$ cat src/hdl/sdtq_pkg.sv
// ----------------------------------------------------------------------------
// sdtq_pkg - shared types and codes of the sorted deadline timer queue
// Operation, status and cell command codes plus the entry and link types
// passed between the queue cells and the controller.
// ----------------------------------------------------------------------------
package sdtq_pkg;

   localparam int CAPACITY_DEF = 16;
   localparam int RESULT_LIMIT = 16;
   localparam int DEADLINE_W   = 32;
   localparam int HANDLE_W     = 16;
   localparam int OCC_W        = 5;
   localparam int STATUS_W     = 3;
   localparam int OP_W         = 2;
   localparam int RLIM_W       = $clog2(RESULT_LIMIT + 1);

   // operation codes (req_tuser)
   localparam logic [OP_W-1:0] OP_INSERT = 2'd0;
   localparam logic [OP_W-1:0] OP_ADJUST = 2'd1;
   localparam logic [OP_W-1:0] OP_DELETE = 2'd2;
   localparam logic [OP_W-1:0] OP_TICK   = 2'd3;

   // status codes (rsp_tuser)
   localparam logic [STATUS_W-1:0] ST_DONE     = 3'd0;
   localparam logic [STATUS_W-1:0] ST_EXPIRED  = 3'd1;
   localparam logic [STATUS_W-1:0] ST_NONE     = 3'd2;
   localparam logic [STATUS_W-1:0] ST_FULL     = 3'd3;
   localparam logic [STATUS_W-1:0] ST_NOTFOUND = 3'd4;
   localparam logic [STATUS_W-1:0] ST_DUP      = 3'd5;

   // commands broadcast to every cell
   typedef logic [1:0] cmd_type;
   localparam cmd_type CMD_NONE = 2'd0;
   localparam cmd_type CMD_INS  = 2'd1;
   localparam cmd_type CMD_DEL  = 2'd2;
   localparam cmd_type CMD_POP  = 2'd3;

   typedef struct packed {
      logic [DEADLINE_W-1:0] deadline;
      logic [HANDLE_W-1:0]   handle;
   } entry_type;

   // what a cell shows its neighbors
   typedef struct packed {
      logic      valid;
      logic      greater;
      entry_type entry;
   } cell_link_type;

endpackage

$ cat src/hdl/sdtq_cell.sv
// ----------------------------------------------------------------------------
// sdtq_cell - one slot of the sorted timer chain
// Holds one entry; on insert shifts toward the tail past the new key, on
// delete or pop takes its right neighbor when the removal point is at or
// before it.
// ----------------------------------------------------------------------------
module sdtq_cell
   import sdtq_pkg::*;
(
   input  logic          clock,
   input  logic          reset,
   input  cmd_type       cmd,
   input  entry_type     new_entry,
   input  cell_link_type prev_link,
   input  cell_link_type next_link,
   input  logic          chain_in,
   output logic          chain_out,
   output logic          match,
   output cell_link_type link_out
);

   logic      valid_ff, valid_in;
   entry_type entry_ff, entry_in;
   logic      greater;
   logic      rm_here;

   assign greater  = valid_ff && (entry_ff.deadline > new_entry.deadline);
   assign match    = valid_ff && (entry_ff.handle == new_entry.handle);
   // removal point is here or somewhere to the left
   assign rm_here   = chain_in || ((cmd == CMD_DEL) && match);
   assign chain_out = rm_here;

   assign link_out.valid   = valid_ff;
   assign link_out.greater = greater;
   assign link_out.entry   = entry_ff;

   always_comb begin
      valid_in = valid_ff;
      entry_in = entry_ff;
      case (cmd)
         CMD_INS: begin
            if (prev_link.greater) begin
               valid_in = 1'b1;
               entry_in = prev_link.entry;
            end else if (greater || (!valid_ff && prev_link.valid)) begin
               valid_in = 1'b1;
               entry_in = new_entry;
            end
         end
         CMD_DEL, CMD_POP: begin
            if (rm_here) begin
               valid_in = next_link.valid;
               entry_in = next_link.entry;
            end
         end
         default: ;
      endcase
   end

   always_ff @(posedge clock) begin
      if (reset) begin
         valid_ff <= 1'b0;
      end else begin
         valid_ff <= valid_in;
      end
   end

   always_ff @(posedge clock) begin
      entry_ff <= entry_in;
   end

endmodule

$ cat src/hdl/sorted_deadline_timer_queue.sv
// ----------------------------------------------------------------------------
// sorted_deadline_timer_queue - timer list kept sorted by deadline
// A chain of cells holds the timers in ascending deadline order; a small
// controller runs insert, adjust, delete and tick on it.
// ----------------------------------------------------------------------------
// usage
//   req channel: one word per operation; req_tuser is the operation,
//   req_tdata carries handle and deadline (or current time for a tick)
//   rsp channel: one word per result; rsp_tlast marks the final word of an
//   operation, rsp_tuser the status
//   insert, delete and a failed adjust run a single pass after the accept;
//   a successful adjust runs a remove pass, then an insert pass
//   a tick pops each expired timer from the head of the chain, one per
//   cycle while the output is free to take it, up to 16 per tick;
//   a tick with nothing expired returns a single none word
//   every pass is one broadcast to all cells, so the cost does not grow
//   with capacity
//   a new word is taken only once the previous operation has finished, but
//   a finished result may still wait in the output register meanwhile
//   when rsp_tready is low the controller holds in place with nothing lost
//   reset empties the queue at once (valid bits clear), no clearing pass
// ----------------------------------------------------------------------------
module sorted_deadline_timer_queue
   import sdtq_pkg::*;
#(
   parameter int CAPACITY = CAPACITY_DEF
)
(
   input  logic        clock,
   input  logic        reset,
   input  logic        req_tvalid,
   output logic        req_tready,
   input  logic [47:0] req_tdata,   // handle [15:0], time_value [47:16]
   input  logic [1:0]  req_tuser,   // operation [1:0]
   output logic        rsp_tvalid,
   input  logic        rsp_tready,
   output logic [23:0] rsp_tdata,   // out_handle [15:0], occupancy [20:16], zero [23:21]
   output logic [2:0]  rsp_tuser,   // status [2:0]
   output logic        rsp_tlast
);

   localparam int CNT_W = $clog2(CAPACITY + 1);

   // controller states
   localparam logic [1:0] S_IDLE = 2'd0;
   localparam logic [1:0] S_EXEC = 2'd1;
   localparam logic [1:0] S_ADJ  = 2'd2;
   localparam logic [1:0] S_TICK = 2'd3;

   logic [1:0]            state_ff, state_in;
   logic [OP_W-1:0]       op_ff, op_in;
   logic [HANDLE_W-1:0]   handle_ff, handle_in;
   logic [DEADLINE_W-1:0] time_ff, time_in;
   logic [CNT_W-1:0]      cnt_ff, cnt_in;
   logic [RLIM_W-1:0]     k_ff, k_in;

   logic                  rsp_valid_ff, rsp_valid_in;
   logic [STATUS_W-1:0]   rsp_status_ff, rsp_status_in;
   logic [HANDLE_W-1:0]   rsp_handle_ff, rsp_handle_in;
   logic [OCC_W-1:0]      rsp_occ_ff, rsp_occ_in;
   logic                  rsp_last_ff, rsp_last_in;

   // cell chain
   cmd_type               cmd;
   entry_type             new_entry;
   cell_link_type         link_vec [CAPACITY];
   cell_link_type         prev_vec [CAPACITY];
   cell_link_type         next_vec [CAPACITY];
   logic [CAPACITY:0]     chain_vec;
   logic [CAPACITY-1:0]   match_vec;
   logic [CAPACITY-1:0]   valid_vec;

   logic                  out_free;
   logic                  match_any;
   logic                  head_expired;
   logic                  next_expired;
   logic                  tick_last;

   // emitted result, before saturation of the occupancy
   logic                  emit;
   logic [STATUS_W-1:0]   e_status;
   logic [HANDLE_W-1:0]   e_handle;
   logic [CNT_W-1:0]      e_cnt;
   logic                  e_last;

   assign new_entry.deadline = time_ff;
   assign new_entry.handle   = handle_ff;
   // removal starts at the head for a pop
   assign chain_vec[0]       = (cmd == CMD_POP);

   genvar gi;
   generate
      for (gi = 0; gi < CAPACITY; gi++) begin : g_cell
         if (gi == 0) begin : g_head
            assign prev_vec[gi] = '{valid: 1'b1, greater: 1'b0, entry: '0};
         end else begin : g_mid
            assign prev_vec[gi] = link_vec[gi-1];
         end
         if (gi == CAPACITY - 1) begin : g_tail
            assign next_vec[gi] = '{valid: 1'b0, greater: 1'b0, entry: '0};
         end else begin : g_body
            assign next_vec[gi] = link_vec[gi+1];
         end

         sdtq_cell u_cell (
            .clock     (clock),
            .reset     (reset),
            .cmd       (cmd),
            .new_entry (new_entry),
            .prev_link (prev_vec[gi]),
            .next_link (next_vec[gi]),
            .chain_in  (chain_vec[gi]),
            .chain_out (chain_vec[gi+1]),
            .match     (match_vec[gi]),
            .link_out  (link_vec[gi])
         );

         assign valid_vec[gi] = link_vec[gi].valid;
      end
   endgenerate

   assign out_free     = !rsp_valid_ff || rsp_tready;
   assign match_any    = |match_vec;
   assign head_expired = link_vec[0].valid && (link_vec[0].entry.deadline <= time_ff);
   assign next_expired = link_vec[1].valid && (link_vec[1].entry.deadline <= time_ff);
   // final pop of this tick: the next head stays or the word limit is hit
   assign tick_last    = !next_expired || (k_ff == RLIM_W'(RESULT_LIMIT - 1));

   assign req_tready = (state_ff == S_IDLE);

   always_comb begin
      state_in  = state_ff;
      op_in     = op_ff;
      handle_in = handle_ff;
      time_in   = time_ff;
      cnt_in    = cnt_ff;
      k_in      = k_ff;
      cmd       = CMD_NONE;
      emit      = 1'b0;
      e_status  = ST_DONE;
      e_handle  = handle_ff;
      e_cnt     = cnt_ff;
      e_last    = 1'b1;

      case (state_ff)
         S_IDLE: begin
            if (req_tvalid) begin
               op_in     = req_tuser;
               handle_in = req_tdata[15:0];
               time_in   = req_tdata[47:16];
               state_in  = S_EXEC;
            end
         end
         S_EXEC: begin
            if (out_free) begin
               state_in = S_IDLE;
               case (op_ff)
                  OP_INSERT: begin
                     emit = 1'b1;
                     if (match_any) begin
                        e_status = ST_DUP;
                     end else if (cnt_ff == CNT_W'(CAPACITY)) begin
                        e_status = ST_FULL;
                     end else begin
                        cmd    = CMD_INS;
                        cnt_in = cnt_ff + CNT_W'(1);
                        e_cnt  = cnt_ff + CNT_W'(1);
                     end
                  end
                  OP_ADJUST: begin
                     if (!match_any) begin
                        emit     = 1'b1;
                        e_status = ST_NOTFOUND;
                     end else begin
                        // take it out now, put it back next cycle
                        cmd      = CMD_DEL;
                        cnt_in   = cnt_ff - CNT_W'(1);
                        state_in = S_ADJ;
                     end
                  end
                  OP_DELETE: begin
                     emit = 1'b1;
                     if (!match_any) begin
                        e_status = ST_NOTFOUND;
                     end else begin
                        cmd    = CMD_DEL;
                        cnt_in = cnt_ff - CNT_W'(1);
                        e_cnt  = cnt_ff - CNT_W'(1);
                     end
                  end
                  OP_TICK: begin
                     k_in     = '0;
                     state_in = S_TICK;
                  end
                  default: ;
               endcase
            end
         end
         S_ADJ: begin
            if (out_free) begin
               cmd      = CMD_INS;
               cnt_in   = cnt_ff + CNT_W'(1);
               emit     = 1'b1;
               e_cnt    = cnt_ff + CNT_W'(1);
               state_in = S_IDLE;
            end
         end
         S_TICK: begin
            if (out_free) begin
               emit = 1'b1;
               if (head_expired) begin
                  cmd      = CMD_POP;
                  cnt_in   = cnt_ff - CNT_W'(1);
                  k_in     = k_ff + RLIM_W'(1);
                  e_status = ST_EXPIRED;
                  e_handle = link_vec[0].entry.handle;
                  e_cnt    = cnt_ff - CNT_W'(1);
                  e_last   = tick_last;
                  if (tick_last) begin
                     state_in = S_IDLE;
                  end
               end else begin
                  // only reached before any pop of this tick
                  e_status = ST_NONE;
                  e_handle = '0;
                  state_in = S_IDLE;
               end
            end
         end
         default: begin
            state_in = S_IDLE;
         end
      endcase
   end

   // output register, occupancy saturates at the field width
   always_comb begin
      rsp_valid_in  = rsp_valid_ff;
      rsp_status_in = rsp_status_ff;
      rsp_handle_in = rsp_handle_ff;
      rsp_occ_in    = rsp_occ_ff;
      rsp_last_in   = rsp_last_ff;
      if (emit) begin
         rsp_valid_in  = 1'b1;
         rsp_status_in = e_status;
         rsp_handle_in = e_handle;
         rsp_last_in   = e_last;
         if (32'(e_cnt) > 32'd31) begin
            rsp_occ_in = 5'd31;
         end else begin
            rsp_occ_in = OCC_W'(e_cnt);
         end
      end else if (rsp_tready) begin
         rsp_valid_in = 1'b0;
      end
   end

   always_ff @(posedge clock) begin
      if (reset) begin
         state_ff     <= S_IDLE;
         cnt_ff       <= '0;
         k_ff         <= '0;
         rsp_valid_ff <= 1'b0;
      end else begin
         state_ff     <= state_in;
         cnt_ff       <= cnt_in;
         k_ff         <= k_in;
         rsp_valid_ff <= rsp_valid_in;
      end
   end

   always_ff @(posedge clock) begin
      op_ff         <= op_in;
      handle_ff     <= handle_in;
      time_ff       <= time_in;
      rsp_status_ff <= rsp_status_in;
      rsp_handle_ff <= rsp_handle_in;
      rsp_occ_ff    <= rsp_occ_in;
      rsp_last_ff   <= rsp_last_in;
   end

   assign rsp_tvalid = rsp_valid_ff;
   assign rsp_tdata  = {3'b000, rsp_occ_ff, rsp_handle_ff};
   assign rsp_tuser  = rsp_status_ff;
   assign rsp_tlast  = rsp_last_ff;

`ifndef SYNTH
   // held entries fill the chain from the head; their number matches the count
   a_valid_prefix : assert property (@(posedge clock) disable iff (reset)
      $countones(valid_vec) == int'(cnt_ff))
      else $error("valid cells do not match occupancy count");

   // handles are unique, so at most one cell can match
   a_unique_handle : assert property (@(posedge clock) disable iff (reset)
      $onehot0(match_vec))
      else $error("handle held in more than one cell");

   // count never runs past the chain length
   a_cnt_range : assert property (@(posedge clock) disable iff (reset)
      int'(cnt_ff) <= CAPACITY)
      else $error("occupancy count beyond capacity");

   // an adjust that removed its entry puts it back on the next pass
   a_adj_refill : assert property (@(posedge clock) disable iff (reset)
      (state_ff == S_ADJ) && out_free |=> cnt_ff == $past(cnt_ff) + CNT_W'(1))
      else $error("adjust did not reinsert its entry");
`endif

endmodule

$ cat config.mk
export PLATFORM = sky130hd
export DESIGN_NAME = sorted_deadline_timer_queue
export DESIGN_NICKNAME = d
export VERILOG_FILES = /design/src/hdl/sdtq_pkg.sv /design/src/hdl/sdtq_cell.sv /design/src/hdl/sorted_deadline_timer_queue.sv
export SDC_FILE = /design/constraint.sdc
export NUM_CORES = 2
export LEC_CHECK = 0
export BUFFER_PORTS_ARGS = -buffer_cell sky130_fd_sc_hd__buf_2
export CORE_AREA = 4 4 348 350
export DETAILED_ROUTE_END_ITERATION = 7
export DIE_AREA = 0 0 352 354
export GPL_ROUTABILITY_DRIVEN = 0
export PLACE_DENSITY = 0.68
export REMOVE_ABC_BUFFERS = 1
export SYNTH_ARGS = -nofsm -noshare
export SYNTH_HDL_FRONTEND = slang
export SYNTH_SLANG_ARGS = --single-unit
$ cat constraint.sdc
create_clock -name clock -period 21.7 [get_ports clock]
set_input_delay 3.255 -clock clock [delete_from_list [all_inputs] [get_ports clock]]
set_output_delay 3.255 -clock clock [all_outputs]
set_load 0.03 [all_outputs]
==> qor.yml <==
max_slew_margin_pct: 11.2
core.rowCount: 126
cts_tree: "yes"
startpoint_type: "input pin"
io_pins: 84
clock_sinks: 872
cts_resized: 0
synth_top_area_share_pct: 43.0
drv_slew: 0
vias_per_cell: 6.47
routedWlPerCell_um: 26.2
maxCapViolCount: 0
cpLargestDelayFamily: "buffers and inverters"
grt_pass1_wl_um: 291000
finalSetupViolations: 0
port_buffers: 80
worstMarginPinSlew_ns: 1.33
cts_buffers: 100
synth_top_area_cell: "edfxtp_1"
slowest_stage: "o22ai_4"
cp_max_fo: 119
synth_edf_count: 843
yosys-mux-area-fraction_pct: 9.68
avgSynthCellArea_sq_um: 9.94
final_cell_mix: "nand2_1 (1010), edfxtp_1 (843), o21ai_0 (664)"
clock_skew_ns: 0.0302
final_common_cell: "nand2_1"
drt_iter0_drc: 6542
endpoint_kind: "flip-flop"
instances_no_fill: 7462
die_h_um: 354
ys_seq_area_share_pct: 44.0
synth_top_family_by_area: "simple AND/OR/NAND/NOR gates"
hold_violations: 0
power_mw: 5.18
drive_gt1_share_pct: 7.02
die-area_sq_um: 125000
worstSetupPathType: "input pin to flip-flop"
p_leak_nw: 25.0
syn_area_sq_um: 58800
die_x_um: 352
crit_top_cell: "buf_4"
cp.arrival_ns: 9.15
grt_pass1_vias: 45900
clk_path_buf_depth: 3
grt.total_usage_pct: 30.3
worstSkewPairLatency_ns: 0.69
clk_pin_slew_ns: 0.06
synth_area_leaders: "edfxtp_1 (43%), ha_1 (11%), mux2i_1 (9.7%), nand2_1 (6.5%), o21ai_0 (5.6%)"
ys_async_sr_fraction_pct: 0
finalCritPeriodShare_pct: 40.4
antenna_found_initial: 3
rsz0062_at_grt: "no"
grt-ovfl-total: 0
synthFlopType: "edfxtp_1"
syn_to_final_growth_pct: 8.51
critical-path-max-stage-delay_ns: 1.12
ant_nets: 0
cts_setup_buffers: 0
ir_drop_mv: 0.0551
initial_utilization_pct: 49.9
dr.pass1.iters: 8
powerDensity_nw_per_um2: 81.2
ys_ff_latch: 872
whs_ns: 0.454
wl_um: 196000
yosys_warnings: 0
tns_ns: 0
synthCells: 5919
worstPathRequired_ns: 22.08
via_count: 48200
synth_simple_gate_area_share_pct: 14.3
yosys.area_share.adder_pct: 11.1
synthXorXnorAreaFrac_pct: 3.90
holdBufCountCts: 0
drc: 0
cts.htree.levels: 3
outcome: "complete, no violations"
coreArea_sq_um: 118000
grt_max_degree: 246
path_cells: "buf_2 -> nand2b_1 -> nand3_1 -> o22ai_4 -> buf_4 -> buf_4 -> buf_4 -> buf_4 -> o21ai_0"
dp_hpwl_um: 136000
finish.utilization_pct: 54.2
critPathBufInv: 5
fin_crit_ns: 8.77
synth.distinct_cells: 83
nets: 6412
max_freq_mhz: 114
dp_cells: 7272
hold_class: "flip-flop to flip-flop"
cts-root-buf: "clkbuf_16"
synth_compound_area_share_pct: 13.4
## power breakdown
| part | internal (mW) | total (mW) | switching [mW] |
|---|---|---|---|
| Clock | 0.967 | 1.71 | 0.739 |
| Combinational | 0.433 | 1.22 | 0.782 |
| Sequential | 2.08 | 2.26 | 0.178 |
## worst reg2reg max path, stage by stage, from the launching register on
cell,delay [ns]
edfxtp_1,0.75
inv_1,0.22
buf_4,0.27
ha_1,0.34
nand4_1,0.34
nor4_1,0.67
and4_1,0.28
a21oi_1,0.04
buf_4,0.18
or3_1,0.46
o22ai_4,0.84
buf_4,0.79
buf_4,0.84
buf_4,0.81
buf_4,0.92
o21ai_0,0.29
## sequential cells by signal, indices dropped and copies added (netlist names), 2 cells and up
name,count
state_ff,2
op_ff,2
k_ff,5
rsp_handle_ff,16
rsp_tuser,3
rsp_occ_ff,5
cnt_ff,5
g_cell.u_cell.valid_ff,16
handle_ff,16
g_cell.u_cell.link_out,768
time_ff,32
## synth_stat cells, types with 27 or more instances
cell      number
a21oi_1      178
a21o_1        95
o211ai_1      29
clkbuf_1     230
and3_1        33
nor4_1        73
xnor2_1      135
mux2i_1      568
inv_1         87
nand4_1      123
nor2_1       311
buf_2        119
nand2_1     1011
edfxtp_1     843
nand3_1       89
nor3_1        72
a211oi_1      37
buf_4         27
ha_1         520
a31oi_1      150
dfxtp_1       29
o21ai_0      664
xor2_1       127
## path summary, 6_finish.rpt
check | start | endpoint | slack (ns) | cells past startpoint
worst max-delay path | rsp_tready | g_cell[12].u_cell.link_out[7] | 12.93 | 9
worst min-delay path | k_ff[4] | k_ff[4] | 0.45 | 2
worst max register to register | time_ff[15] | g_cell[12].u_cell.link_out[7] | 13.36 | 15
worst min register to register | k_ff[4] | k_ff[4] | 0.45 | 2
## per-stage QoR
| stage | area [sq um] | worst slack [ns] |
|---|---|---|
| 3_5_place_dp | 60600 | 12.38 |
| 4_1_cts | 63800 | 13.09 |
| 6_report | 63800 | 12.93 |
| 2_1_floorplan | 57000 | -8.67 |
| 5_1_grt | 63800 | 12.39 |
| 3_3_place_gp | 60600 | 12.56 |
## per-layer routing
layer	vias to the layer above	global-route usage, %	routed length, um
met2	2822	45.1	83500
li1	21800	-	-
met5	-	0	7
met3	451	7.08	22800
met1	23200	42.2	80700
met4	2	12.9	8570
## area by class of cell
class,count,area [sq um]
fillers,10200,53900
multi-input cells,4570,31100
flip-flops and latches,872,25900
clock buffers,117,2620
well taps,1536,1920
repair buffers,204,1340
clock inverters,70,576
inverters,90,338
diodes,3,7.51
## logic make-up (layout without fill, tap and decap cells)
kind of cell / count (synthesis) / after routing
AOI/OAI and AO/OA: 1341 / 1341
buffers and inverters: 479 / 481
xor gates and xnor gates: 262 / 262
and+or+nand+nor: 1875 / 1875
muxes: 569 / 569
adders and majority gates: 520 / 520
other: 1 / 6
DFF: 872 / 872
Power figures use the tool's default switching activity.
